[src/sv/wpid_ram.sv]
module wpid_ram #(
   parameter int WIDTH = 32,
   parameter int DEPTH = 64
) (
   input  logic                     clock,
   input  logic                     wr_en,
   input  logic [$clog2(DEPTH)-1:0] wr_addr,
   input  logic [WIDTH-1:0]         wr_data,
   input  logic [$clog2(DEPTH)-1:0] rd_addr,
   output logic [WIDTH-1:0]         rd_data
);

   logic [WIDTH-1:0] mem_ff [DEPTH];
   logic [WIDTH-1:0] rd_data_ff;

   always_ff @(posedge clock) begin
      if (wr_en) begin
         mem_ff[wr_addr] <= wr_data;
      end
      rd_data_ff <= mem_ff[rd_addr];
   end

   assign rd_data = rd_data_ff;

endmodule

[config.mk]
export PLATFORM = sky130hd
export DESIGN_NAME = wpid_ram
export DESIGN_NICKNAME = d
export VERILOG_FILES = /design/src/sv/wpid_ram.sv
export SDC_FILE = /design/constraint.sdc
export NUM_CORES = 2
export LEC_CHECK = 0
export ABC_AREA = 1
export BUFFER_PORTS_ARGS = -buffer_cell sky130_fd_sc_hd__buf_2
export CAP_MARGIN = 10
export CELL_PAD_IN_SITES_DETAIL_PLACEMENT = 1
export CELL_PAD_IN_SITES_GLOBAL_PLACEMENT = 1
export CORE_UTILIZATION = 25
export DETAILED_ROUTE_END_ITERATION = 8
export PLACE_DENSITY_LB_ADDON = 0.3
export SYNTH_ARGS = -nofsm -noshare
export SYNTH_HDL_FRONTEND = slang
export SYNTH_SLANG_ARGS = --single-unit
[constraint.sdc]
create_clock -name clock -period 9.2 [get_ports clock]
set_clock_uncertainty 0.2 [all_clocks]
set_input_delay 2.3 -clock clock [delete_from_list [all_inputs] [get_ports clock]]
set_output_delay 2.3 -clock clock [all_outputs]
set_load 0.005 [all_outputs]
==> flow_summary_export.csv <==
group,metric,value,unit
status,outcome,"completed",
routing,wirelength_met1,130000,um
placement,dp_hpwl,147000,um
critical_path,cp_top_family,"simple AND/OR/NAND/NOR gates",
logic_synthesis,syn_inst,6769,
routing,via_count,54800,
routing,initialDrtViolationCount,4920,
floorplan,num_rows,210,
power_and_ir_drop,clockPowerShare,43.1,%
logic_synthesis,yosys_warnings,0,
routing,drc_errors,0,
logic_synthesis,synth.area.top_cells,"edfxtp_1 (74%), nand3_1 (12%), nand2_1 (10%)",
routing,wl_per_cell,26.1,um
placement,routabilityCongestion,0.747,
critical_path,cp.required,9.80,ns
final_layout,final_layout_size_suffix_gt1_share,8.67,%
power_and_ir_drop,p_sw,0.00485,W
final_layout,fillers,35600,
logic_synthesis,syn_nets,6815,
critical_path,critPathLaunchType,"primary input",
final_layout,area_growth,15.3,%
min_path,worstHoldPathType,"reg2reg",
placement,postPlaceCellArea,0.0883,mm2
grt,grt_overflow_total,0,
routing,route.met3.wl,16200,um
final_layout,fin_area,0.0954,mm2
clock_tree,cts_resized,0,
floorplan,fp.dieH,577,um
grt,antenna_found_initial,29,
final_layout,multiInputGateArea,0.0188,mm2
placement,io_buffers,77,
timing,holdWs,0.599,ns
timing,setup_viol,0,
critical_path,critPathMaxFanout,137,
critical_path,startpoint,"rd_addr[0]",
critical_path,regToRegStartpoint,"mem_ff[39][2]$_DFFE_PP_",
routing,ant_nets,0,
logic_synthesis,ys_seq_area_share,75.1,%
clock_tree,clk_pin_slew,0.06,ns
logic_synthesis,synthDistinctLibCells,16,
grt,grt_pass1_vias,56300,
final_layout,seq_area,0.0621,mm2
logic_synthesis,synth_top_area_share,74.3,%
timing,fin_crit,5.00,ns
power_and_ir_drop,power_density,217,mW/mm2
clock_tree,cts_hold_buffers,0,
critical_path,critPathArrivalTime,5.60,ns
logic_synthesis,synth.ff_latch_count,2080,
routing,routed_wl,296000,um
floorplan,core,0.328,mm2
timing,slew_headroom,22.4,%
min_path,min_path_cells,8,
power_and_ir_drop,switching_share,23.4,%
critical_path,crit_type,"in2reg",
job,max-cap-violations,0,
final_layout,fin_util,29.1,%
floorplan,boundaryPins,78,
critical_path,crit_slowest_cell,"buf_4",
critical_path,worstReg2RegEnd,"rd_data[2]$_DFF_P_",
clock_tree,cts_root_buf,"clkbuf_16",
clock_tree,htreeDepth,4,
critical_path,slowest_delay,0.60,ns
floorplan,dieArea,0.333,mm2
routing,vias_per_cell,4.84,
power_and_ir_drop,internal_power,0.0159,W
floorplan,chipWidth,577,um
timing,finalCritPeriodShare,54.3,%
critical_path,worst-path-buf-inv,3,
logic_synthesis,syn_area_per_cell,12.2,um2
power_and_ir_drop,power,0.0207,W
timing,tightest_slew,1.16,ns
critical_path,r2r_cells,8,
critical_path,path_cells,"buf_8 > buf_12 > buf_4 > nand2_1 > nand3_1 > nand3_1 > nand3_1 > nand3_1 > nand2_1 > nand2_1 > nand2_1",
routing,dr.pass1.iters,5,
clock_tree,clk_latency,0.91,ns
clock_tree,post-cts-setup-buffer-count,0,
clock_tree,cts_tree,"built",
routing,maxUsedRoutingLayer,"met5",
power_and_ir_drop,p_leak,32.5,nW
timing,hold_viol,0,
floorplan,initial_core_util,25.2,%
logic_synthesis,synthesis.area,0.0827,mm2
final_layout,nNetsFinal,6822,
grt,grt_max_degree,216,
timing,maxSlewViolCount,0,
critical_path,end_kind,"register",
timing,grt_setup_unrepaired,"false",
power_and_ir_drop,peakVddDrop,0.152,mV
min_path,holdPathEnd,"rd_data[27]$_DFF_P_",
clock_tree,cts_buffers,228,
power_and_ir_drop,power.combinational.fraction,6.1,%
timing,tns,0,ns
clock_tree,clkSinkCount,2080,
logic_synthesis,yosysTopAreaCell,"edfxtp_1",
timing,fmax,200,MHz
grt,grt_use_total,17.4,%
power_and_ir_drop,power_frac_seq,50.8,%
clock_tree,clock_path_buffers,4,
routing,wl_met2,140000,um
grt,grt_pass1_wl,418000,um
critical_path,r2r_slack,6.94,ns
min_path,min_from,"mem_ff[8][27]$_DFFE_PP_",
## power by group through the flow
stage / logic, W / clock network, W / registers (W)
floorplan: 0.000644 / 0 / 0.0107
global placement: 0.00125 / 0 / 0.0107
detailed placement: 0.00127 / 0 / 0.0107
CTS: 0.00127 / 0.00912 / 0.0105
global route: 0.00137 / 0.00945 / 0.0105
finish: 0.00126 / 0.00893 / 0.0105
## cells by family (layout without fill, tap and decap cells)
family	after synthesis	after routing	synth area share (%)
buffers and inverters	461	646	2.78
and+or+nand+nor	4228	4228	22.1
other	0	12	0
DFF	2080	2080	75.1
## cell usage in the layout (no fill, tap or decap), types with 12 or more instances in the layout
cell,netlist,routed
diode_2,0,12
buf_2,282,72
clkbuf_1,77,60
clkinv_2,0,28
dfxtp_1,32,32
edfxtp_1,2048,2048
bufinv_16,0,15
clkbuf_16,0,229
nand3_1,1907,1907
nand2_1,2248,2248
clkinv_1,0,41
clkbuf_8,0,16
buf_4,45,126
buf_12,0,23
nor2_4,0,56
## layout make-up
type                       instances  share of cell area, %
antenna                           12                 0.0315
clock buffer                     304                   6.46
clock inverter                   104                  0.998
inverter                          12                 0.0879
multi-input combinational       4228                   19.7
sequential                      2080                   65.1
tap                             4346                   5.70
timing repair buffer             226                   1.93
## worst reg2reg max path: cells and delay by family, from the launching register on
kind | cells | cell delay [ns]
simple gates | 8 | 1.57
flops | 1 | 0.36
## cells in the mapped netlist
library cell,instances
buf_4,45
inv_1,9
buf_2,282
buf_8,2
edfxtp_1,2048
nand2_1,2248
inv_2,2
dfxtp_1,32
inv_4,1
buf_6,3
nand4_1,9
clkbuf_1,77
nand3_1,1907
nor2_1,56
buf_1,40
nor4_1,8
## sequential cells by signal (all words and copies together) (netlist names)
register  cells
mem_ff     2048
rd_data      32
## stage by stage
stage | worst slack, ns | cells
floorplan | 2.57 | 6769
global placement | 3.21 | 10900
detailed placement | 3.19 | 10900
CTS | 4.14 | 11300
global route | 4.08 | 11300
finish | 4.20 | 11300
## metal layers
layer	vias up	track usage [%]
li1	24200	-
met4	2	5.27
met2	1524	28.9
met1	28600	23.4
met3	451	2.61
met5	-	0
## worst max path at each step
stage                              endpoint  depth (start not counted)
floorplan           mem_ff[48][0]$_DFFE_PP_                          3
global placement         rd_data[2]$_DFF_P_                         11
detailed placement       rd_data[2]$_DFF_P_                         11
CTS                      rd_data[2]$_DFF_P_                         11
global route             rd_data[2]$_DFF_P_                         11
finish                   rd_data[2]$_DFF_P_                         11
No activity file was read; power rests on OpenSTA's default activity.
