**src/sv/wpid_pkg.sv**
```systemverilog
package wpid_pkg;

   localparam int OFFSET_W   = 32;
   localparam int GAIN_W     = 32;
   localparam int WUSED_W    = 7;
   localparam int LIMIT_W    = 31;
   localparam int INTEG_W    = 48;
   localparam int DERIV_W    = 33;
   localparam int PROD_W     = 65;
   localparam int ACC_W      = 82;
   localparam int FRAC_W     = 16;
   localparam int CSR_ADDR_W = 5;
   localparam int CSR_DATA_W = 32;
   localparam int REG_IDX_W  = 3;

   localparam logic [REG_IDX_W-1:0] REG_GAIN_P         = 3'd0;
   localparam logic [REG_IDX_W-1:0] REG_GAIN_I         = 3'd1;
   localparam logic [REG_IDX_W-1:0] REG_GAIN_D         = 3'd2;
   localparam logic [REG_IDX_W-1:0] REG_WINDOW_USED    = 3'd3;
   localparam logic [REG_IDX_W-1:0] REG_MAX_CORRECTION = 3'd4;

   localparam logic                  KIND_SAMPLE = 1'b0;
   localparam logic                  KIND_CLEAR  = 1'b1;

   localparam logic signed [GAIN_W-1:0]  GAIN_RESET      = 32'sd0;
   localparam logic [WUSED_W-1:0]        WUSED_RESET     = 7'd8;
   localparam logic [LIMIT_W-1:0]        LIMIT_RESET     = 31'd500000;
   localparam logic signed [INTEG_W-1:0] INTEG_MAX       = {1'b0, {(INTEG_W-1){1'b1}}};
   localparam logic signed [INTEG_W-1:0] INTEG_MIN       = {1'b1, {(INTEG_W-1){1'b0}}};

   typedef struct packed {
      logic                        kind;
      logic signed [OFFSET_W-1:0]  offset_ns;
   } req_type;

   typedef struct packed {
      logic signed [OFFSET_W-1:0]  correction_ppb;
      logic                        locked;
      logic [31:0]                 sample_count;
      logic signed [INTEG_W-1:0]   integral_value;
   } rsp_type;

   typedef struct packed {
      logic signed [GAIN_W-1:0]    gain_p;
      logic signed [GAIN_W-1:0]    gain_i;
      logic signed [GAIN_W-1:0]    gain_d;
      logic signed [OFFSET_W-1:0]  err;
      logic signed [DERIV_W-1:0]   deriv;
      logic signed [INTEG_W-1:0]   integ;
      logic [LIMIT_W-1:0]          limit;
   } pid_in_type;

endpackage

```
**src/sv/wpid_pid.sv**
```systemverilog
module wpid_pid
   import wpid_pkg::*;
(
   input  logic                       clock,
   input  logic                       reset,
   input  logic                       start,
   input  pid_in_type                 pid_in,
   output logic                       done,
   output logic signed [OFFSET_W-1:0] correction
);

   logic                       busy_ff;
   logic                       done_ff;
   logic [2:0]                 cnt_ff;
   logic                       pvalid_ff;
   logic                       pshift_ff;
   logic signed [PROD_W-1:0]   p_ff;
   logic signed [ACC_W-1:0]    acc_ff;
   logic signed [OFFSET_W-1:0] corr_ff;

   logic signed [GAIN_W-1:0]  op_a;
   logic signed [DERIV_W-1:0] op_b;
   logic                      op_shift;
   logic signed [PROD_W-1:0]  p_in;
   logic signed [ACC_W-1:0]   p_ext;
   logic signed [ACC_W-1:0]   addend;
   logic signed [ACC_W-1:0]   shr;
   logic signed [ACC_W-1:0]   lim_ext;
   logic signed [OFFSET_W-1:0] corr_in;

   always_comb begin
      op_a     = '0;
      op_b     = '0;
      op_shift = 1'b0;
      case (cnt_ff)
         3'd0: begin
            op_a = pid_in.gain_p;
            op_b = {pid_in.err[OFFSET_W-1], pid_in.err};
         end
         3'd1: begin
            op_a = pid_in.gain_d;
            op_b = pid_in.deriv;
         end
         3'd2: begin
            op_a = pid_in.gain_i;
            op_b = {{(DERIV_W-FRAC_W){1'b0}}, pid_in.integ[FRAC_W-1:0]};
         end
         3'd3: begin
            op_a     = pid_in.gain_i;
            op_b     = {pid_in.integ[INTEG_W-1], pid_in.integ[INTEG_W-1:FRAC_W]};
            op_shift = 1'b1;
         end
         default: begin
            op_a = '0;
         end
      endcase
      p_in    = op_a * op_b;
      p_ext   = {{(ACC_W-PROD_W){p_ff[PROD_W-1]}}, p_ff};
      addend  = pshift_ff ? {p_ext[ACC_W-FRAC_W-1:0], {FRAC_W{1'b0}}} : p_ext;
      shr     = acc_ff >>> FRAC_W;
      lim_ext = {{(ACC_W-LIMIT_W){1'b0}}, pid_in.limit};
      if (shr > lim_ext) begin
         corr_in = {1'b0, pid_in.limit};
      end else if (shr < -lim_ext) begin
         corr_in = -$signed({1'b0, pid_in.limit});
      end else begin
         corr_in = shr[OFFSET_W-1:0];
      end
   end

   always_ff @(posedge clock) begin
      if (reset) begin
         busy_ff   <= 1'b0;
         done_ff   <= 1'b0;
         cnt_ff    <= '0;
         pvalid_ff <= 1'b0;
      end else begin
         done_ff   <= 1'b0;
         pvalid_ff <= busy_ff && (cnt_ff <= 3'd3);
         if (start) begin
            busy_ff <= 1'b1;
            cnt_ff  <= '0;
            acc_ff  <= '0;
         end else if (busy_ff) begin
            cnt_ff <= cnt_ff + 1'b1;
            if (cnt_ff == 3'd5) begin
               busy_ff <= 1'b0;
               done_ff <= 1'b1;
               corr_ff <= corr_in;
            end
         end
         if (pvalid_ff) begin
            acc_ff <= acc_ff + addend;
         end
      end
      p_ff      <= p_in;
      pshift_ff <= op_shift;
   end

   assign done       = done_ff;
   assign correction = corr_ff;

endmodule

```
**config.mk**
```make
export PLATFORM = sky130hd
export DESIGN_NAME = wpid_pid
export DESIGN_NICKNAME = d
export VERILOG_FILES = /design/src/sv/wpid_pkg.sv /design/src/sv/wpid_pid.sv
export SDC_FILE = /design/constraint.sdc
export NUM_CORES = 2
export LEC_CHECK = 0
export BUFFER_PORTS_ARGS = -buffer_cell sky130_fd_sc_hd__buf_4
export CAP_MARGIN = 10
export CORE_MARGIN = 2
export CORE_UTILIZATION = 65
export CTS_CLUSTER_DIAMETER = 30
export DETAILED_ROUTE_END_ITERATION = 10
export PLACE_DENSITY = 0.93
export SKIP_LAST_GASP = 1
export SYNTH_ARGS = -nofsm -noshare
export SYNTH_HDL_FRONTEND = slang
export SYNTH_SLANG_ARGS = --single-unit
```
**constraint.sdc**
```tcl
create_clock -name clock -period 12.75 [get_ports clock]
set_clock_uncertainty 0.15 [all_clocks]
set_input_delay 0.6375 -clock clock [delete_from_list [all_inputs] [get_ports clock]]
set_output_delay 0.6375 -clock clock [all_outputs]
set_load 0.005 [all_outputs]
```
==> results.sh <==
export IMPL_crit_type="reg -> reg"
export IMPL_numCtsBuffers=17
export IMPL_period_minus_slack_ns=11.52
export IMPL_antenna_found_initial=18
export IMPL_grt_pass1_wl_um=308000
export IMPL_clock_latency_ns=0.55
export IMPL_synth_edf_count=114
export IMPL_yosysSeqAreaShare_pct=9.06
export IMPL_critical_path_top_delay_family="adder cells"
export IMPL_synth_warnings=0
export IMPL_rsz0062_at_grt="false"
export IMPL_wl_met1_um=68500
export IMPL_design_area_mm2=0.0574
export IMPL_maxUsedRoutingLayer="met5"
export IMPL_rows=105
export IMPL_initial_core_util_pct=65.5
export IMPL_yosysMostFrequentCell="fa_1"
export IMPL_first_global_vias=49800
export IMPL_cap_violations=0
export IMPL_initialDrtViolationCount=6018
export IMPL_slowest_delay_ns=0.89
export IMPL_htreeDepth=4
export IMPL_synth_ff_type="edfxtp_1"
export IMPL_report_final_slew_viol_count=0
export IMPL_dieWidth_um=291
export IMPL_critPathArrivalTime_ns=11.80
export IMPL_cp_end_kind="register"
export IMPL_clk_path_buf_depth=2
export IMPL_hold_end="cnt_ff[0]$_SDFFE_PN0P_"
export IMPL_syn_area_per_cell_um2=8.74
export IMPL_place_inst=7286
export IMPL_vias=48400
export IMPL_grt_total_usage_pct=49.9
export IMPL_synthTopCellsByCount="fa_1, inv_1, nand2_1"
export IMPL_cts_hold_buf=0
export IMPL_hold_viol=0
export IMPL_dr_pass1_iters=11
export IMPL_mappedNetlistArea_mm2=0.0537
export IMPL_critPathBufInv=5
export IMPL_wl_per_cell_um=28.8
export IMPL_wl_met3_um=33700
export IMPL_coreArea_mm2=0.0820
export IMPL_path_depth=29
export IMPL_period_share_pct=90.3
export IMPL_path_max_fanout=34
export IMPL_reg2reg_slack_ns=1.23
export IMPL_area_delta_synth_final_pct=6.99
export IMPL_dpl_hpwl_um=169000
export IMPL_clockRootBuffer="clkbuf_16"
export IMPL_synth_top_area_share_pct=41.5
export IMPL_drt_wl_total_um=211000
export IMPL_whs_ns=0.279
export IMPL_hold_depth=2
export IMPL_port_buffers=275
export IMPL_synth_distinct_cells=86
export IMPL_cts_sinks=186
export IMPL_drive_gt1_share_pct=8.53
export IMPL_viasPerCell=6.60
export IMPL_grt_overflow=0
export IMPL_synth_cells=6145
export IMPL_cts_tree="yes"
export IMPL_die_h_um=291
export IMPL_clkTransAtPathRegs_ns=0.10
export IMPL_fin_tns_setup_ns=0
export IMPL_ys_async_sr_fraction_pct=0
export IMPL_yosys_top_cells_area="fa_1, ha_1, inv_1"
export IMPL_gp_congestion=1.13
export IMPL_rr_startpoint="cnt_ff[2]$_SDFFE_PN0P_"
export IMPL_reg2reg_depth=29
export IMPL_drc=28
export IMPL_detail_route_antenna_nets=0
export IMPL_dieArea_mm2=0.0849
export IMPL_grt_max_degree=88
export IMPL_ys_ff_latch=186
export IMPL_r2r_end="p_ff[64]$_DFF_P_"
export IMPL_met2_length_um=86000
export IMPL_crit_slowest_cell="or2_0"
export IMPL_required_ns=13.04
export IMPL_fin_cells=7335
export IMPL_hp_class="in -> reg"
export IMPL_cp_start_kind="register"
export IMPL_dpl_cell_area_mm2=0.0568
export IMPL_violations="DRC"
export IMPL_min_from="reset"
export IMPL_slew_headroom_pct=5.51
export IMPL_max_freq_mhz=86.8
export IMPL_final_setup_viol_count=0
export IMPL_crit_top_cell="fa_1"
export IMPL_status="finished, violations left"
export IMPL_tightest_slew_ns=1.41
export IMPL_io_pins=276
export IMPL_nets=7980
export IMPL_cts_resized=0
export IMPL_cts_setup_buffers=0
export IMPL_syn_nets=7888
export IMPL_yosysTopAreaCell="fa_1"
-- per-layer routing --
metal  up-vias  global-route usage, %
met2      4269                   71.5
met3      1277                   23.6
met4        18                   40.2
met5         -                   4.20
met1     23100                   56.8
li1      19700                      -
-- worst reg2reg max path, delay by kind of cell, from the launching register on --
| family | cells | cell delay (ns) |
|---|---|---|
| compound gates | 10 | 3.52 |
| xor+xnor | 1 | 0.13 |
| fa+ha+maj | 10 | 4.60 |
| buf+inv | 5 | 0.70 |
| flops | 1 | 0.58 |
| simple gates | 3 | 1.76 |
-- registers in the layout (all words and copies together), names as in the netlist --
register and flops:
p_ff 65, busy_ff 1, cnt_ff 3, pvalid_ff 1, pshift_ff 1, done 1, correction 32, acc_ff 82
-- cell type report --
cell class              count  area, um^2
clock inverters            15         154
inverters                1091        4100
clock buffers              17         425
fillers                  6375       24500
diodes                     15        37.5
flip-flops and latches    186        4870
repair buffers            369        2810
well taps                1070        1340
multi-input cells        4572       43700
-- placed cells by master (no fill, tap or decap), types with 43 or more instances in the layout --
cell,count
and2_1,107
xor2_1,44
nand3_1,45
nand4_1,88
xnor2_1,121
edfxtp_1,114
nand2_1,795
buf_4,365
o21ai_0,129
nor2_1,714
a21oi_1,207
nor4_1,43
fa_1,1113
mux2_2,49
ha_1,386
nor3_1,47
dfxtp_1,70
a21o_1,91
inv_1,1090
-- stage by stage --
stage               setup WS (ns)  utilization (%)
finish                       1.23             70.1
CTS                          1.48             70.0
global placement             1.87             69.3
floorplan                    3.12                -
global route                0.692             70.0
detailed placement           1.51             69.3
-- how the worst max path moves through the flow --
stage               slack [ns]               end                   start
global placement          1.87  p_ff[64]$_DFF_P_  cnt_ff[2]$_SDFFE_PN0P_
floorplan                 3.12  p_ff[61]$_DFF_P_  cnt_ff[0]$_SDFFE_PN0P_
finish                    1.23  p_ff[64]$_DFF_P_  cnt_ff[2]$_SDFFE_PN0P_
CTS                       1.48  p_ff[61]$_DFF_P_  cnt_ff[0]$_SDFFE_PN0P_
global route              0.69  p_ff[61]$_DFF_P_  cnt_ff[0]$_SDFFE_PN0P_
detailed placement        1.51  p_ff[61]$_DFF_P_  cnt_ff[0]$_SDFFE_PN0P_
-- kinds of logic after synthesis --
group	synth area share (%)
AOI/OAI and AO/OA	10.2
muxes	1.14
adders and majority gates	50.5
and+or+nand+nor	16.6
buffers and inverters	9.77
xor gates and xnor gates	2.69
DFF	9.06
Power is not shown: default switching activity piles up to over one toggle a cycle in this logic, so the estimate is an artifact.
