## src/sv/wpid_pkg.sv

```systemverilog
package wpid_pkg;

   localparam int OFFSET_W   = 32;
   localparam int GAIN_W     = 32;
   localparam int WUSED_W    = 7;
   localparam int LIMIT_W    = 31;
   localparam int INTEG_W    = 48;
   localparam int DERIV_W    = 33;
   localparam int PROD_W     = 65;
   localparam int ACC_W      = 82;
   localparam int FRAC_W     = 16;
   localparam int CSR_ADDR_W = 5;
   localparam int CSR_DATA_W = 32;
   localparam int REG_IDX_W  = 3;

   localparam logic [REG_IDX_W-1:0] REG_GAIN_P         = 3'd0;
   localparam logic [REG_IDX_W-1:0] REG_GAIN_I         = 3'd1;
   localparam logic [REG_IDX_W-1:0] REG_GAIN_D         = 3'd2;
   localparam logic [REG_IDX_W-1:0] REG_WINDOW_USED    = 3'd3;
   localparam logic [REG_IDX_W-1:0] REG_MAX_CORRECTION = 3'd4;

   localparam logic                  KIND_SAMPLE = 1'b0;
   localparam logic                  KIND_CLEAR  = 1'b1;

   localparam logic signed [GAIN_W-1:0]  GAIN_RESET      = 32'sd0;
   localparam logic [WUSED_W-1:0]        WUSED_RESET     = 7'd8;
   localparam logic [LIMIT_W-1:0]        LIMIT_RESET     = 31'd500000;
   localparam logic signed [INTEG_W-1:0] INTEG_MAX       = {1'b0, {(INTEG_W-1){1'b1}}};
   localparam logic signed [INTEG_W-1:0] INTEG_MIN       = {1'b1, {(INTEG_W-1){1'b0}}};

   typedef struct packed {
      logic                        kind;
      logic signed [OFFSET_W-1:0]  offset_ns;
   } req_type;

   typedef struct packed {
      logic signed [OFFSET_W-1:0]  correction_ppb;
      logic                        locked;
      logic [31:0]                 sample_count;
      logic signed [INTEG_W-1:0]   integral_value;
   } rsp_type;

   typedef struct packed {
      logic signed [GAIN_W-1:0]    gain_p;
      logic signed [GAIN_W-1:0]    gain_i;
      logic signed [GAIN_W-1:0]    gain_d;
      logic signed [OFFSET_W-1:0]  err;
      logic signed [DERIV_W-1:0]   deriv;
      logic signed [INTEG_W-1:0]   integ;
      logic [LIMIT_W-1:0]          limit;
   } pid_in_type;

endpackage

```

## src/sv/wpid_div.sv

```systemverilog
module wpid_div
   import wpid_pkg::*;
#(
   parameter int SUM_W = 38,
   parameter int DEN_W = 7
) (
   input  logic                       clock,
   input  logic                       reset,
   input  logic                       start,
   input  logic signed [SUM_W-1:0]    dividend,
   input  logic [DEN_W-1:0]           divisor,
   output logic                       done,
   output logic signed [OFFSET_W-1:0] quotient
);

   localparam int STEP_W = $clog2(SUM_W + 1);

   logic                      busy_ff;
   logic                      done_ff;
   logic                      neg_ff;
   logic [STEP_W-1:0]         step_ff;
   logic [DEN_W-1:0]          rem_ff;
   logic [SUM_W-1:0]          q_ff;
   logic [DEN_W-1:0]          den_ff;
   logic signed [OFFSET_W-1:0] quot_ff;

   logic [SUM_W-1:0] mag;
   logic [DEN_W:0]   shifted;
   logic             ge;
   logic [DEN_W-1:0] rem_in;
   logic [SUM_W-1:0] q_in;
   logic [SUM_W-1:0] q_signed;

   always_comb begin
      mag      = dividend[SUM_W-1] ? (~dividend + 1'b1) : dividend;
      shifted  = {rem_ff, q_ff[SUM_W-1]};
      ge       = shifted >= {1'b0, den_ff};
      rem_in   = ge ? DEN_W'(shifted - {1'b0, den_ff}) : shifted[DEN_W-1:0];
      q_in     = {q_ff[SUM_W-2:0], ge};
      q_signed = neg_ff ? (~q_in + 1'b1) : q_in;
   end

   always_ff @(posedge clock) begin
      if (reset) begin
         busy_ff <= 1'b0;
         done_ff <= 1'b0;
         step_ff <= '0;
      end else begin
         done_ff <= 1'b0;
         if (start) begin
            busy_ff <= 1'b1;
            step_ff <= '0;
            rem_ff  <= '0;
            q_ff    <= mag;
            den_ff  <= divisor;
            neg_ff  <= dividend[SUM_W-1];
         end else if (busy_ff) begin
            rem_ff  <= rem_in;
            q_ff    <= q_in;
            step_ff <= step_ff + 1'b1;
            if (step_ff == STEP_W'(SUM_W - 1)) begin
               busy_ff <= 1'b0;
               done_ff <= 1'b1;
               quot_ff <= q_signed[OFFSET_W-1:0];
            end
         end
      end
   end

   assign done     = done_ff;
   assign quotient = quot_ff;

endmodule

```

## config.mk

```make
export PLATFORM = sky130hd
export DESIGN_NAME = wpid_div
export DESIGN_NICKNAME = d
export VERILOG_FILES = /design/src/sv/wpid_pkg.sv /design/src/sv/wpid_div.sv
export SDC_FILE = /design/constraint.sdc
export NUM_CORES = 1
export LEC_CHECK = 0
export ABC_AREA = 1
export BUFFER_PORTS_ARGS = -buffer_cell sky130_fd_sc_hd__buf_2
export CORE_AREA = 10 10 142 144
export DETAILED_ROUTE_END_ITERATION = 10
export DIE_AREA = 0 0 152 154
export SLEW_MARGIN = 20
export SYNTH_ARGS = -nofsm -noshare
export SYNTH_HDL_FRONTEND = slang
export SYNTH_SLANG_ARGS = --single-unit
export TNS_END_PERCENT = 20
```

## constraint.sdc

```tcl
create_clock -name clock -period 3.85 [get_ports clock]
set_input_delay 0.9625 -clock clock [delete_from_list [all_inputs] [get_ports clock]]
set_output_delay 0.9625 -clock clock [all_outputs]
set_load 0.03 [all_outputs]
```

==> results.txt, run 1 <==
----------------------------------------------------
[Status]
  Outcome ... completed

[Drt]
  Drt first-iter violations ... between 400 and 500
  Detailed-route DRC error count ... 0
  Final WL ... about 16000 microns
  Post-DR wirelength/cell ... 14.9 microns
  ANT nets after route ... 0
  Vias per Instance ... ~4.9
  Via count ... roughly 5200
  Total iterations of the first detailed-routing run ... 5

[Pwr]
  Combinational power share ... 0.168
  Switching power ... 0.000677 W
  Standby leakage power ... 3.00 nW
  Fraction of power spent switching nets ... 0.272
  Clock power share ... 0.348
  Sequential share of power ... 0.484
  Power density over the cells ... 358 nW/um^2
  Post-layout power ... approximately 0.0025 W
  IR drop worst, VDD ... around 0.00023 V
  Total internal power ... roughly 0.0018 W

[Critical path]
  Reg2reg path depth ... 16
  RR Endpoint ... quotient[24]
  Startpoint of the worst register-to-register path ... q_ff[37]
  Worst EP required ... 3930 ps
  Highest fanout seen on the critical path ... 6
  R2R setup slack ... approximately 1200 ps
  Endpoint class of the critical path ... register
  Worst setup SP type ... register
  Type of the setup path with the least slack ... reg -> reg
  Worst Path Arrival ... about 2800 ps

[Cells and area]
  Area grow syn2layout ... 16.4%
  Fraction of final layout cells sized beyond drive strength 1 ... 0.146
  Total number of nets in the final design ... roughly 900
  Finished layout cell area ... 6940 sq um
  Count of antenna diodes in the layout ... 0
  Util after Layout ... 0.404
  Final cell count without fillers ... 1073
  Fill cell instance count of the final layout ... about 1800

[Clock tree]
  Skew-Pair Late Insertion Delay ... about 350 ps
  Post-CTS setup buffer count ... 0
  Maximum count of clock buffers along a single path ... 2
  Sinks on the clock net ... 93
  CTS tree ... done
  Post-CTS Hold Buffers ... 0
  Cts bufs inserted ... 9
  Total of cells resized after clock tree synthesis ... 0
  CTS H-Tree Depth ... 3
  Clock transition at the registers of the reported paths ... ~70 ps
  CTS root buf ... sky130_fd_sc_hd__clkbuf_16

[Timing]
  RSZ-0062 raised after global routing ... false
  Worst-case headroom to the max-slew limit ... 0.714
  Least-Margin Pin Slew ... 429 ps
  Min cycle time layout ... about 2700 ps
  Maximum clock skew at final layout ... ~12 ps
  Max-slew violation total from the final report ... 0
  Share of the clock period used by the worst path after layout ... 0.696
  Fmax achieved ... around 370 MHz
  Number of endpoints failing setup at the final stage ... 0
  Number of hold violations in the final report ... 0
  Final Hold Slack ... ~470 ps

[GRT]
  Total global routing track utilization ... 0.135
  Most used routing layer in global routing ... met2
  Vias in the first global route ... between 4000 and 5000
  GRT met3 Usage ... 0.0351
  Met1 usage in global routing ... 0.182
  Antenna violations before repair ... 1
  Largest net degree at the start of global routing ... 42
  Global route total overflow ... 0
  Met2 usage in global routing ... 0.205
  Wire length of the first global-routing pass ... between 20000 and 30000 microns

[Yosys]
  Post-Synthesis Cells ... around 760
  Post-synthesis cell area ... ~6000 sq um
  Synthesized area per cell ... approximately 7.8 sq um
  Synth Register Bits ... 93
  Top FF cell, synth ... sky130_fd_sc_hd__edfxtp_1
  Net Count, Synth ... approximately 800
  Share of flip-flops with an asynchronous set or reset after synthesis ... 0
  Number of enable-type register cells in the synthesized netlist ... 85
  Cell variety after synth ... 39
  Count of warnings emitted by yosys ... 0
  Sequential fraction of the synthesis area ... 0.455

[Place]
  Cell Area, Placed ... approximately 6700 sq um
  # placed instances ... 1057
  I/O Buffers ... 80
  Placer congestion estimate ... approximately 0.93
  Post-DP HPWL ... about 13000 microns

[Floorplan]
  Chip Width ... between 150 and 200 microns
  Vertical die dimension ... 154 microns
  Core box area ... 17200 sq um
  Effective utilization at floorplan ... 0.347
  Area of the die ... around 23000 sq um
  Number of I/O pins ... 81
  Placement Rows ... 48

[Min path]
  Hold Path Sink ... step_ff[5]
  Worst hold stages ... 1
  Class of the tightest hold or removal check ... reg -> reg
  Startpoint of the most critical hold path ... step_ff[5]

[Job]
  Max cap viols ... 0

----------------------------------------------------
## metrics by stage
| step | worst slack (ps) | setup TNS (ps) |
|---|---|---|
| floorplan | -63.3 | -2380 |
| global placement | 1250 | 0 |
| detailed placement | 1200 | 0 |
| CTS | 1150 | 0 |
| global route | 895 | 0 |
| finish | 1170 | 0 |
## cells in the mapped netlist, types with 3 or more instances
master                     instances  area share
sky130_fd_sc_hd__nand3_1          83       0.070
sky130_fd_sc_hd__o21ai_1           4      0.0034
sky130_fd_sc_hd__nor2_1           88       0.055
sky130_fd_sc_hd__clkbuf_1         11      0.0069
sky130_fd_sc_hd__xnor2_1           5      0.0073
sky130_fd_sc_hd__o21ai_0          55       0.046
sky130_fd_sc_hd__buf_1             3      0.0019
sky130_fd_sc_hd__dfxtp_1           8       0.027
sky130_fd_sc_hd__nor3_1           13       0.011
sky130_fd_sc_hd__xor2_1           32       0.047
sky130_fd_sc_hd__buf_2             3      0.0025
sky130_fd_sc_hd__inv_2             3      0.0019
sky130_fd_sc_hd__ha_1             11       0.023
sky130_fd_sc_hd__nand4_1          21       0.022
sky130_fd_sc_hd__nand3b_1          3      0.0038
sky130_fd_sc_hd__nand2_2           4      0.0042
sky130_fd_sc_hd__nor2_2            3      0.0031
sky130_fd_sc_hd__nand2_1         186        0.12
sky130_fd_sc_hd__a21oi_1          18       0.015
sky130_fd_sc_hd__inv_1           102       0.064
sky130_fd_sc_hd__edfxtp_1         85        0.43
## cell usage in the layout, fill, tap and decap left out, drive strengths merged, types with 8 or more instances in the layout
master	count
nor3	15
nor2	93
buf	87
nand2	191
nand3	86
nand4	21
ha	11
inv	106
edfxtp	85
xor2	33
dfxtp	8
a21oi	19
clkbuf	14
o21ai	59
## worst max-delay path, stage by stage, from the launching register on
cell and delay, ps:
sky130_fd_sc_hd__edfxtp_1 380, sky130_fd_sc_hd__inv_1 70, sky130_fd_sc_hd__ha_1 170, sky130_fd_sc_hd__fa_1 220, sky130_fd_sc_hd__inv_1 50, sky130_fd_sc_hd__nand2_1 50, sky130_fd_sc_hd__nand2_1 90, sky130_fd_sc_hd__nand3_2 130
sky130_fd_sc_hd__nand2_2 70, sky130_fd_sc_hd__nor2_4 160, sky130_fd_sc_hd__ha_1 190, sky130_fd_sc_hd__nand2_1 150, sky130_fd_sc_hd__nor3_4 260, sky130_fd_sc_hd__nand3_1 130, sky130_fd_sc_hd__xor2_1 150, sky130_fd_sc_hd__nand2_1 60
sky130_fd_sc_hd__o21ai_0 80
## power by group through the flow
stage | registers, W | clock network (W) | logic, W
6_report | 0.00120 | 0.000867 | 0.000417
5_1_grt | 0.00121 | 0.000927 | 0.000478
4_1_cts | 0.00120 | 0.000892 | 0.000419
3_5_place_dp | 0.00122 | 0 | 0.000417
3_3_place_gp | 0.00122 | 0 | 0.000413
2_1_floorplan | 0.00122 | 0 | 0.000296
## layer usage
metal | vias up | wire (microns)
li1 | 2677 | -
met1 | 2333 | 7580
met2 | 168 | 7000
met3 | 26 | 1050
met4 | 2 | 382
met5 | - | 11
## logic make-up (layout without fill, tap and decap cells)
logic type	after synthesis	after routing	synth area share
DFF	93	93	0.455
buffers and inverters	124	209	0.0799
adders and majority gates	12	12	0.0264
AOI/OAI and AO/OA	83	83	0.0732
xor gates and xnor gates	38	38	0.0571
and+or+nand+nor	413	413	0.308
## area by class of cell
class,instances,area [sq um],area share
Multi-Input combinational cell,546,2800,0.403
Sequential cell,93,2710,0.391
Timing Repair Buffer,87,465,0.0670
Inverter,106,398,0.0573
Tap cell,225,282,0.0405
Clock buffer,14,275,0.0396
Clock inverter,2,13.8,0.00198
## worst max path at each step
stage	start	end	slack, ps	depth (start not counted)
final	q_ff[37]	quotient[24]	1170	16
after global routing	q_ff[37]	quotient[20]	900	17
after CTS	q_ff[37]	quotient[24]	1150	16
after detailed placement	q_ff[37]	quotient[20]	1200	17
after global placement	q_ff[37]	quotient[22]	1250	16
after floorplan	start	busy_ff	-60	5
## flip-flops by register name, indices dropped and copies added, names as in the netlist
signal	count
done	1
den_ff	7
q_ff	38
busy_ff	1
quotient	32
rem_ff	7
neg_ff	1
step_ff	6
Power figures use the tool's default switching activity.
==> run 2: changes to the inputs <==
==> constraint.sdc (replaced) <==
create_clock -name clock -period 2.3 [get_ports clock]
set_input_delay 0.575 -clock clock [delete_from_list [all_inputs] [get_ports clock]]
set_output_delay 0.575 -clock clock [all_outputs]
set_load 0.03 [all_outputs]
==> run 2 against run 1 <==
- the run now ends with setup timing left
- largest cell class unchanged
- hold slack lost 74 ps
- critical path depth shrank 1
- final cell count is 2.3% higher
- clock skew up 3.5 ps
==> results.txt, run 2 (synthesized netlist as in run 1, its figures left out) <==
----------------------------------------------------
[Drt]
  Detailed-route DRC error count ... 0 (unchanged)
  Total iterations of the first detailed-routing run ... 5 (unchanged)
  Via count ... 5162 (-0.85%)
  ANT nets after route ... 0 (unchanged)
  Drt first-iter violations ... 495 (+6.9%)
  Vias per Instance ... 4.70 (-3.1%)
  Final WL ... 15800 microns (-1.3%)
  Post-DR wirelength/cell ... 14.4 microns (-3.6%)

[GRT]
  Total global routing track utilization ... 0.133 (-0.00259)
  Vias in the first global route ... 5009 (+2.0%)
  Largest net degree at the start of global routing ... 41 (-2.4%)
  Global route total overflow ... 0 (unchanged)
  Antenna violations before repair ... 4 (+3)
  Wire length of the first global-routing pass ... 25300 microns (-2.9%)

[Floorplan]
  Area of the die ... 23400 sq um (unchanged)
  Core box area ... 17200 sq um (unchanged)
  Effective utilization at floorplan ... 0.347 (unchanged)
  Vertical die dimension ... 154 microns (unchanged)
  Placement Rows ... 48 (unchanged)
  Number of I/O pins ... 81 (unchanged)
  Chip Width ... 152 microns (unchanged)

[Timing]
  Worst-case headroom to the max-slew limit ... 0.692 (-0.0225)
  Min cycle time layout ... 2430 ps (-253 ps)
  Number of hold violations in the final report ... 0 (unchanged)
  Setup slack after layout ... -128 ps (-1300 ps)
  Maximum clock skew at final layout ... 15.9 ps (+3.45 ps)
  Share of the clock period used by the worst path after layout ... 1.06 (+0.359)
  Least-Margin Pin Slew ... 459 ps (+30.7 ps)
  RSZ-0062 raised after global routing ... true
  Fmax achieved ... 412 MHz (+10%)
  Max-slew violation total from the final report ... 0 (unchanged)
  Setup_tns ... -663 ps (-663 ps)
  Number of endpoints failing setup at the final stage ... 9 (+9)

[Cells and area]
  Max FFs per register ... 38 (unchanged)
  Biggest register ... q_ff
  Util after Layout ... 0.423 (+0.0187)
  Most common library cell in the layout ignoring fill and taps ... sky130_fd_sc_hd__nand2_1
  Area grow syn2layout ... 21.8%
  Fill cell instance count of the final layout ... 1790 (-1.2%)
  Fraction of final layout cells sized beyond drive strength 1 ... 0.188 (+0.0421)
  Total number of nets in the final design ... 926 (+2.5%)
  Commonest cells after routing, fill and taps aside ... sky130_fd_sc_hd__nand2_1, sky130_fd_sc_hd__inv_1, sky130_fd_sc_hd__edfxtp_1
  Finished layout cell area ... 7260 sq um (+4.6%)
  Final cell count without fillers ... 1098 (+2.3%)

[Critical path]
  Worst Path Arrival ... 2520 ps (-240 ps)
  Endpoint class of the critical path ... register
  Type of the setup path with the least slack ... reg -> reg
  End point of the critical path ... quotient[18]
  Startpoint of the worst register-to-register path ... den_ff[0]
  R2R setup slack ... -130 ps (-1300 ps)
  Reg2reg path depth ... 15 (-1)
  Worst EP required ... 2390 ps (-1540 ps)
  RR Endpoint ... quotient[18]
  Worst setup path startpoint ... den_ff[0]
  Highest fanout seen on the critical path ... 5 (-1)
  Worst setup SP type ... register

[Clock tree]
  Skew-Pair Late Insertion Delay ... 360 ps (about the same)
  Post-CTS Hold Buffers ... 0 (unchanged)
  Cts bufs inserted ... 9 (unchanged)
  Sinks on the clock net ... 93 (unchanged)
  CTS root buf ... sky130_fd_sc_hd__clkbuf_16
  CTS tree ... done
  Maximum count of clock buffers along a single path ... 2 (unchanged)
  CTS H-Tree Depth ... 3 (unchanged)
  Clock transition at the registers of the reported paths ... 60 ps (about the same)

[Place]
  Cell Area, Placed ... 6810 sq um (+2.3%)
  # placed instances ... 1076 (+1.8%)
  Placement-stage worst setup slack ... -212 ps (-1410 ps)
  Placer congestion estimate ... 0.849 (-8.7%)
  Post-DP HPWL ... 12400 microns (-1.7%)
  I/O Buffers ... 80 (unchanged)

[Job]
  Max cap viols ... 0 (unchanged)

[Status]
  Failing checks ... setup timing
  Outcome ... complete, but fails checks

[Pwr]
  Fraction of power spent switching nets ... 0.271 (-0.00170)
  Sequential share of power ... 0.459 (-0.025)
  IR drop worst, VDD ... 0.000434 V (+89%)
  Standby leakage power ... 3.16 nW (+5.1%)
  Total internal power ... 0.00321 W (+77%)
  Combinational power share ... 0.175 (+0.007)
  Clock power share ... 0.366 (+0.018)
  Power density over the cells ... 605 nW/um^2 (+69%)
  Switching power ... 0.00119 W (+75%)

[Min path]
  Class of the tightest hold or removal check ... in -> reg

----------------------------------------------------
==> run 2: cell types whose count changed in the layout (fill, tap and decap cells not counted), moves of 3 or more <==
cell and delta:
sky130_fd_sc_hd__buf_4 +20, sky130_fd_sc_hd__nand2_1 -5, sky130_fd_sc_hd__ha_1 -4, sky130_fd_sc_hd__ha_4 +4, sky130_fd_sc_hd__nor2_1 -4, sky130_fd_sc_hd__clkbuf_1 -3, sky130_fd_sc_hd__nand2_2 +3
==> run 2: per-layer routing <==
metal,track usage,part of all wire
met1,0.170,0.46
met2,0.210,0.46
met3,0.0388,0.066
met4,0.0422,0.010
met5,0,0.0012
==> run 2: how the worst min path moves through the flow <==
stage | end | slack, ps | cells past startpoint | start
final | den_ff[2] | 400 | 1 | divisor[2]
after global routing | den_ff[2] | 390 | 1 | divisor[2]
after CTS | den_ff[3] | 390 | 1 | divisor[3]
after detailed placement | step_ff[5] | 450 | 1 | step_ff[5]
after global placement | step_ff[5] | 440 | 1 | step_ff[5]
after floorplan | step_ff[5] | 420 | 1 | step_ff[5]
==> run 2: final cells by class <==
cell class / count / area [sq um] / area share
Tap cell: 225 / 282 / 0.0388
Sequential cell: 93 / 2710 / 0.373
Clock buffer: 9 / 225 / 0.0310
Timing Repair Buffer: 110 / 662 / 0.0911
Antenna cell: 2 / 5.00 / 0.000689
Inverter: 106 / 398 / 0.0548
Multi-Input combinational cell: 546 / 2890 / 0.398
Clock inverter: 7 / 88.8 / 0.0122
==> run 2: stage by stage <==
| step | hold slack, ps | power, W |
|---|---|---|
| after global placement | 440 | 0.00278 |
| final | 400 | 0.00439 |
| after global routing | 392 | 0.00460 |
| after floorplan | 422 | 0.00253 |
| after CTS | 386 | 0.00441 |
| after detailed placement | 447 | 0.00279 |
==> run 2: critical path: stages (launching register included) <==
cell	delay (ps)
sky130_fd_sc_hd__edfxtp_1	420
sky130_fd_sc_hd__ha_4	190
sky130_fd_sc_hd__fa_2	390
sky130_fd_sc_hd__inv_2	60
sky130_fd_sc_hd__nand2_2	40
sky130_fd_sc_hd__nand2_2	60
sky130_fd_sc_hd__nand3_2	90
sky130_fd_sc_hd__nand2_2	90
sky130_fd_sc_hd__nor2_4	50
sky130_fd_sc_hd__ha_4	160
sky130_fd_sc_hd__nand2_4	90
sky130_fd_sc_hd__nor3_4	50
sky130_fd_sc_hd__buf_6	140
sky130_fd_sc_hd__nand3b_1	90
sky130_fd_sc_hd__o21ai_1	80
sky130_fd_sc_hd__xor2_1	170
==> run 2: what timing repair did <==
item                       CTS  global route
pin swaps                    6             4
setup buffers                3             1
setup endpoints to repair   14            25
gates cloned                 0             0
gates resized for setup     12            15
==> run 2: power groups by stage <==
stage / Sequential (W) / Clock, W / Combinational (W)
after floorplan: 0.00203 / 0 / 0.000496
after global placement: 0.00205 / 0 / 0.000729
after detailed placement: 0.00205 / 0 / 0.000743
after CTS: 0.00201 / 0.00164 / 0.000762
after global routing: 0.00202 / 0.00170 / 0.000878
final: 0.00202 / 0.00161 / 0.000771
==> run 3: changes to the inputs <==
--- a/config.mk
+++ b/config.mk
@@ -5,11 +5,11 @@
 export SDC_FILE = /design/constraint.sdc
 export NUM_CORES = 1
 export LEC_CHECK = 0
-export ABC_AREA = 1
+export ABC_AREA = 0
 export BUFFER_PORTS_ARGS = -buffer_cell sky130_fd_sc_hd__buf_2
-export CORE_AREA = 10 10 142 144
+export CORE_AREA = 10 10 135 137
 export DETAILED_ROUTE_END_ITERATION = 10
-export DIE_AREA = 0 0 152 154
+export DIE_AREA = 0 0 145 147
 export SLEW_MARGIN = 20
 export SYNTH_ARGS = -nofsm -noshare
 export SYNTH_HDL_FRONTEND = slang
==> run 3 against run 2 <==
- the run still ends with setup timing left
- critical path depth is 2 lower
- sequential power hardly changed
- non-clock buffer count is 75 higher
- via count is 12% lower
- largest cell class unchanged
==> results.txt, run 3 <==
----------------------------------------------------
[Cells and area]
  Most common library cell in the layout ignoring fill and taps ... sky130_fd_sc_hd__buf_4
  Biggest register ... q_ff
  Total number of nets in the final design ... 739 (-20%)
  Max FFs per register ... 38 (unchanged)
  Fraction of final layout cells sized beyond drive strength 1 ... 0.385 (+0.196)
  Count of antenna diodes in the layout ... 0 (-2)
  Commonest cells after routing, fill and taps aside ... sky130_fd_sc_hd__buf_4, sky130_fd_sc_hd__edfxtp_1, sky130_fd_sc_hd__buf_2
  Area grow syn2layout ... 39.9%

[Yosys]
  Post-synthesis cell area ... 5300 sq um (-11%)
  Library cell with the highest instance count after synthesis ... sky130_fd_sc_hd__edfxtp_1
  Net Count, Synth ... 570 (-31%)
  Share of Yosys cell area claimed by the top area cell type ... 0.482 (+0.0538)
  Number of enable-type register cells in the synthesized netlist ... 85 (unchanged)
  Post-Synthesis Cells ... 510 (-33%)
  Share of flip-flops with an asynchronous set or reset after synthesis ... 0 (unchanged)
  Synthesized area per cell ... 10.4 sq um (+33%)
  Top FF cell, synth ... sky130_fd_sc_hd__edfxtp_1
  Cell variety after synth ... 48 (+23%)
  Count of warnings emitted by yosys ... 0 (unchanged)
  Synth Register Bits ... 93 (unchanged)
  Largest area contributor in the synthesized netlist ... sky130_fd_sc_hd__edfxtp_1
  Sequential fraction of the synthesis area ... 0.512 (+0.0572)
  Top area cells in the synthesized netlist ... sky130_fd_sc_hd__edfxtp_1, sky130_fd_sc_hd__xnor2_1, sky130_fd_sc_hd__xor2_1, sky130_fd_sc_hd__nor2_1, sky130_fd_sc_hd__a21oi_1
  Top cells by instance count after synthesis ... sky130_fd_sc_hd__edfxtp_1, sky130_fd_sc_hd__nor2_1, sky130_fd_sc_hd__a21oi_1, sky130_fd_sc_hd__xnor2_1, sky130_fd_sc_hd__xor2_1

[Drt]
  Post-DR wirelength/cell ... 16.1 microns (+12%)
  Via count ... 4522 (-12%)
  Final WL ... 14500 microns (-8.6%)
  Total iterations of the first detailed-routing run ... 5 (unchanged)
  Detailed-route DRC error count ... 0 (unchanged)
  Drt first-iter violations ... 277 (-44%)
  Vias per Instance ... 5.02 (+6.9%)
  ANT nets after route ... 0 (unchanged)

[Critical path]
  Reg2reg path depth ... 13 (-2)
  Worst Path Arrival ... 3300 ps (+780 ps)
  R2R setup slack ... -900 ps (-770 ps)
  Startpoint of the worst register-to-register path ... q_ff[37]
  Type of the setup path with the least slack ... reg -> reg
  Worst EP required ... 2390 ps (about the same)
  Highest fanout seen on the critical path ... 3 (-2)
  Chain of cells forming the critical path ... inv_2 > ha_4 > fa_2 > nand2b_4 > a211oi_2 > nand3b_1 > inv_2 > ha_4 > or4b_4 > or3_4 > nand4b_1 > o31ai_2 > xnor2_1
  Buffering stage count on the worst path with inverters included ... 2 (unchanged)
  RR Endpoint ... quotient[26]
  Slowest cell delay on critical path ... 460 ps (+40 ps)
  Master of the slowest instance on the critical path ... sky130_fd_sc_hd__or4b_4
  Delay-heaviest family, CP ... simple AND/OR/NAND/NOR gates
  Worst setup SP type ... register
  Endpoint class of the critical path ... register

[Place]
  I/O Buffers ... 80 (unchanged)
  Post-DP HPWL ... 10700 microns (-14%)
  Placer congestion estimate ... 0.918 (+8.1%)

[Min path]
  Class of the tightest hold or removal check ... in -> reg
  Hold Path Sink ... den_ff[1]
  Worst hold stages ... 1 (unchanged)
  Startpoint of the most critical hold path ... divisor[1]

[Clock tree]
  Maximum count of clock buffers along a single path ... 2 (unchanged)
  Clock transition at the registers of the reported paths ... 70 ps (about the same)
  Cts bufs inserted ... 9 (unchanged)
  Sinks on the clock net ... 93 (unchanged)
  CTS root buf ... sky130_fd_sc_hd__clkbuf_16
  Post-CTS Hold Buffers ... 0 (unchanged)
  CTS H-Tree Depth ... 3 (unchanged)
  CTS tree ... done
  Skew-Pair Late Insertion Delay ... 350 ps (about the same)

[Pwr]
  Standby leakage power ... 2.80 nW (-11%)
  IR drop worst, VDD ... 0.000394 V (-9.1%)
  Post-layout power ... 0.00448 W (+2.0%)
  Power density over the cells ... 605 nW/um^2 (about the same)

[Floorplan]
  Core box area ... 15600 sq um (-9.2%)
  Vertical die dimension ... 147 microns (-4.5%)
  Chip Width ... 145 microns (-4.6%)
  Number of I/O pins ... 81 (unchanged)
  Effective utilization at floorplan ... 0.340 (-0.00753)
  Area of the die ... 21300 sq um (-8.9%)
  Placement Rows ... 46 (-4.2%)

[Timing]
  Number of endpoints failing setup at the final stage ... 33 (+24)
  Worst-case headroom to the max-slew limit ... 0.707 (+0.0157)
  Fmax achieved ... 312 MHz (-24%)
  Least-Margin Pin Slew ... 439 ps (-20.4 ps)
  Min cycle time layout ... 3200 ps (+775 ps)
  RSZ-0062 raised after global routing ... true
  Final Hold Slack ... 402 ps (+2.16 ps)
  Share of the clock period used by the worst path after layout ... 1.39 (+0.337)
  Maximum clock skew at final layout ... 7.66 ps (-8.20 ps)
  Max-slew violation total from the final report ... 0 (unchanged)
  Setup slack after layout ... -903 ps (-775 ps)
  Number of hold violations in the final report ... 0 (unchanged)

[Status]
  Outcome ... complete, but fails checks
  Failing checks ... setup timing

[Job]
  Max cap viols ... 0 (unchanged)

[GRT]
  Total global routing track utilization ... 0.130 (-0.00234)
  Largest net degree at the start of global routing ... 84 (+100%)
  Wire length of the first global-routing pass ... 22900 microns (-9.3%)
  Global route total overflow ... 0 (unchanged)
  Vias in the first global route ... 4595 (-8.3%)
  Antenna violations before repair ... 0 (-4)

----------------------------------------------------
run 3: cell types whose count changed in the layout (fill, tap and decap cells not counted), sizes merged, moves of 18 or more:
cell / before / now
o31ai: 1 / 22
o21ai: 59 / 18
buf: 110 / 185
nand2: 191 / 30
a21oi: 19 / 37
nor2: 93 / 59
inv: 106 / 17
xnor2: 5 / 33
nand3: 86 / 9
run 3: per-stage QoR:
| step | area, sq um | utilization | TNS (ps) | std cells | setup slack, ps |
|---|---|---|---|---|---|
| 2_1_floorplan | 5360 | - | -18020 | 510 | -830 |
| 3_3_place_gp | 6630 | 0.425 | -14960 | 868 | -830 |
| 3_5_place_dp | 6630 | 0.425 | -17570 | 868 | -918 |
| 4_1_cts | 7130 | 0.457 | -7780 | 889 | -808 |
| 5_1_grt | 7410 | 0.475 | -14610 | 900 | -1030 |
| 6_report | 7410 | 0.475 | -10960 | 900 | -903 |
run 3: cells by family (layout without fill, tap and decap cells):
group                      Yosys count  in the layout  synth area share
AOI/OAI and AO/OA                  115            115             0.144
adders and majority gates           12             12            0.0298
buffers and inverters               44            218            0.0328
xor gates and xnor gates            64             64             0.106
DFF                                 93             93             0.512
and+or+nand+nor                    179            179             0.170
muxes                                3              3           0.00567
run 3: layer usage:
metal | vias up | global-route usage | part of all wire
li1 | 2245 | - | -
met1 | 2131 | 0.155 | 0.44
met2 | 124 | 0.220 | 0.48
met3 | 22 | 0.0322 | 0.054
met4 | 0 | 0.0557 | 0.025
met5 | - | 0 | 0
run 3: layout make-up:
| class | instances | area, sq um |
|---|---|---|
| fill | 1413 | 8190 |
| multi-input combinational | 373 | 2780 |
| sequential | 93 | 2710 |
| timing repair buffer | 185 | 1260 |
| clock buffer | 12 | 278 |
| tap | 216 | 270 |
| inverter | 17 | 63.8 |
| clock inverter | 4 | 52.6 |
run 3: worst max path at each step:
| stage | from | slack [ps] | depth (start not counted) | to |
|---|---|---|---|---|
| after floorplan | q_ff[37] | -830 | 13 | quotient[26] |
| after detailed placement | q_ff[37] | -920 | 13 | quotient[26] |
| final | q_ff[37] | -900 | 13 | quotient[26] |
| after global placement | den_ff[5] | -830 | 12 | quotient[26] |
| after global routing | q_ff[37] | -1030 | 13 | quotient[26] |
| after CTS | q_ff[37] | -810 | 13 | quotient[26] |
run 3: power breakdown:
part | total, W | internal, W | switching (W)
clock network | 0.00161 | 0.000970 | 0.000641
logic | 0.000840 | 0.000406 | 0.000434
registers | 0.00203 | 0.00196 | 0.0000702
total | 0.00448 | 0.00334 | 0.00114
run 3: repair_timing:
action	4_1_cts	5_1_grt
resized for setup	33	36
setup endpoints to repair	43	49
endpoints found under the hold margin	0	0
pin swaps	11	12
buffers inserted	5	11
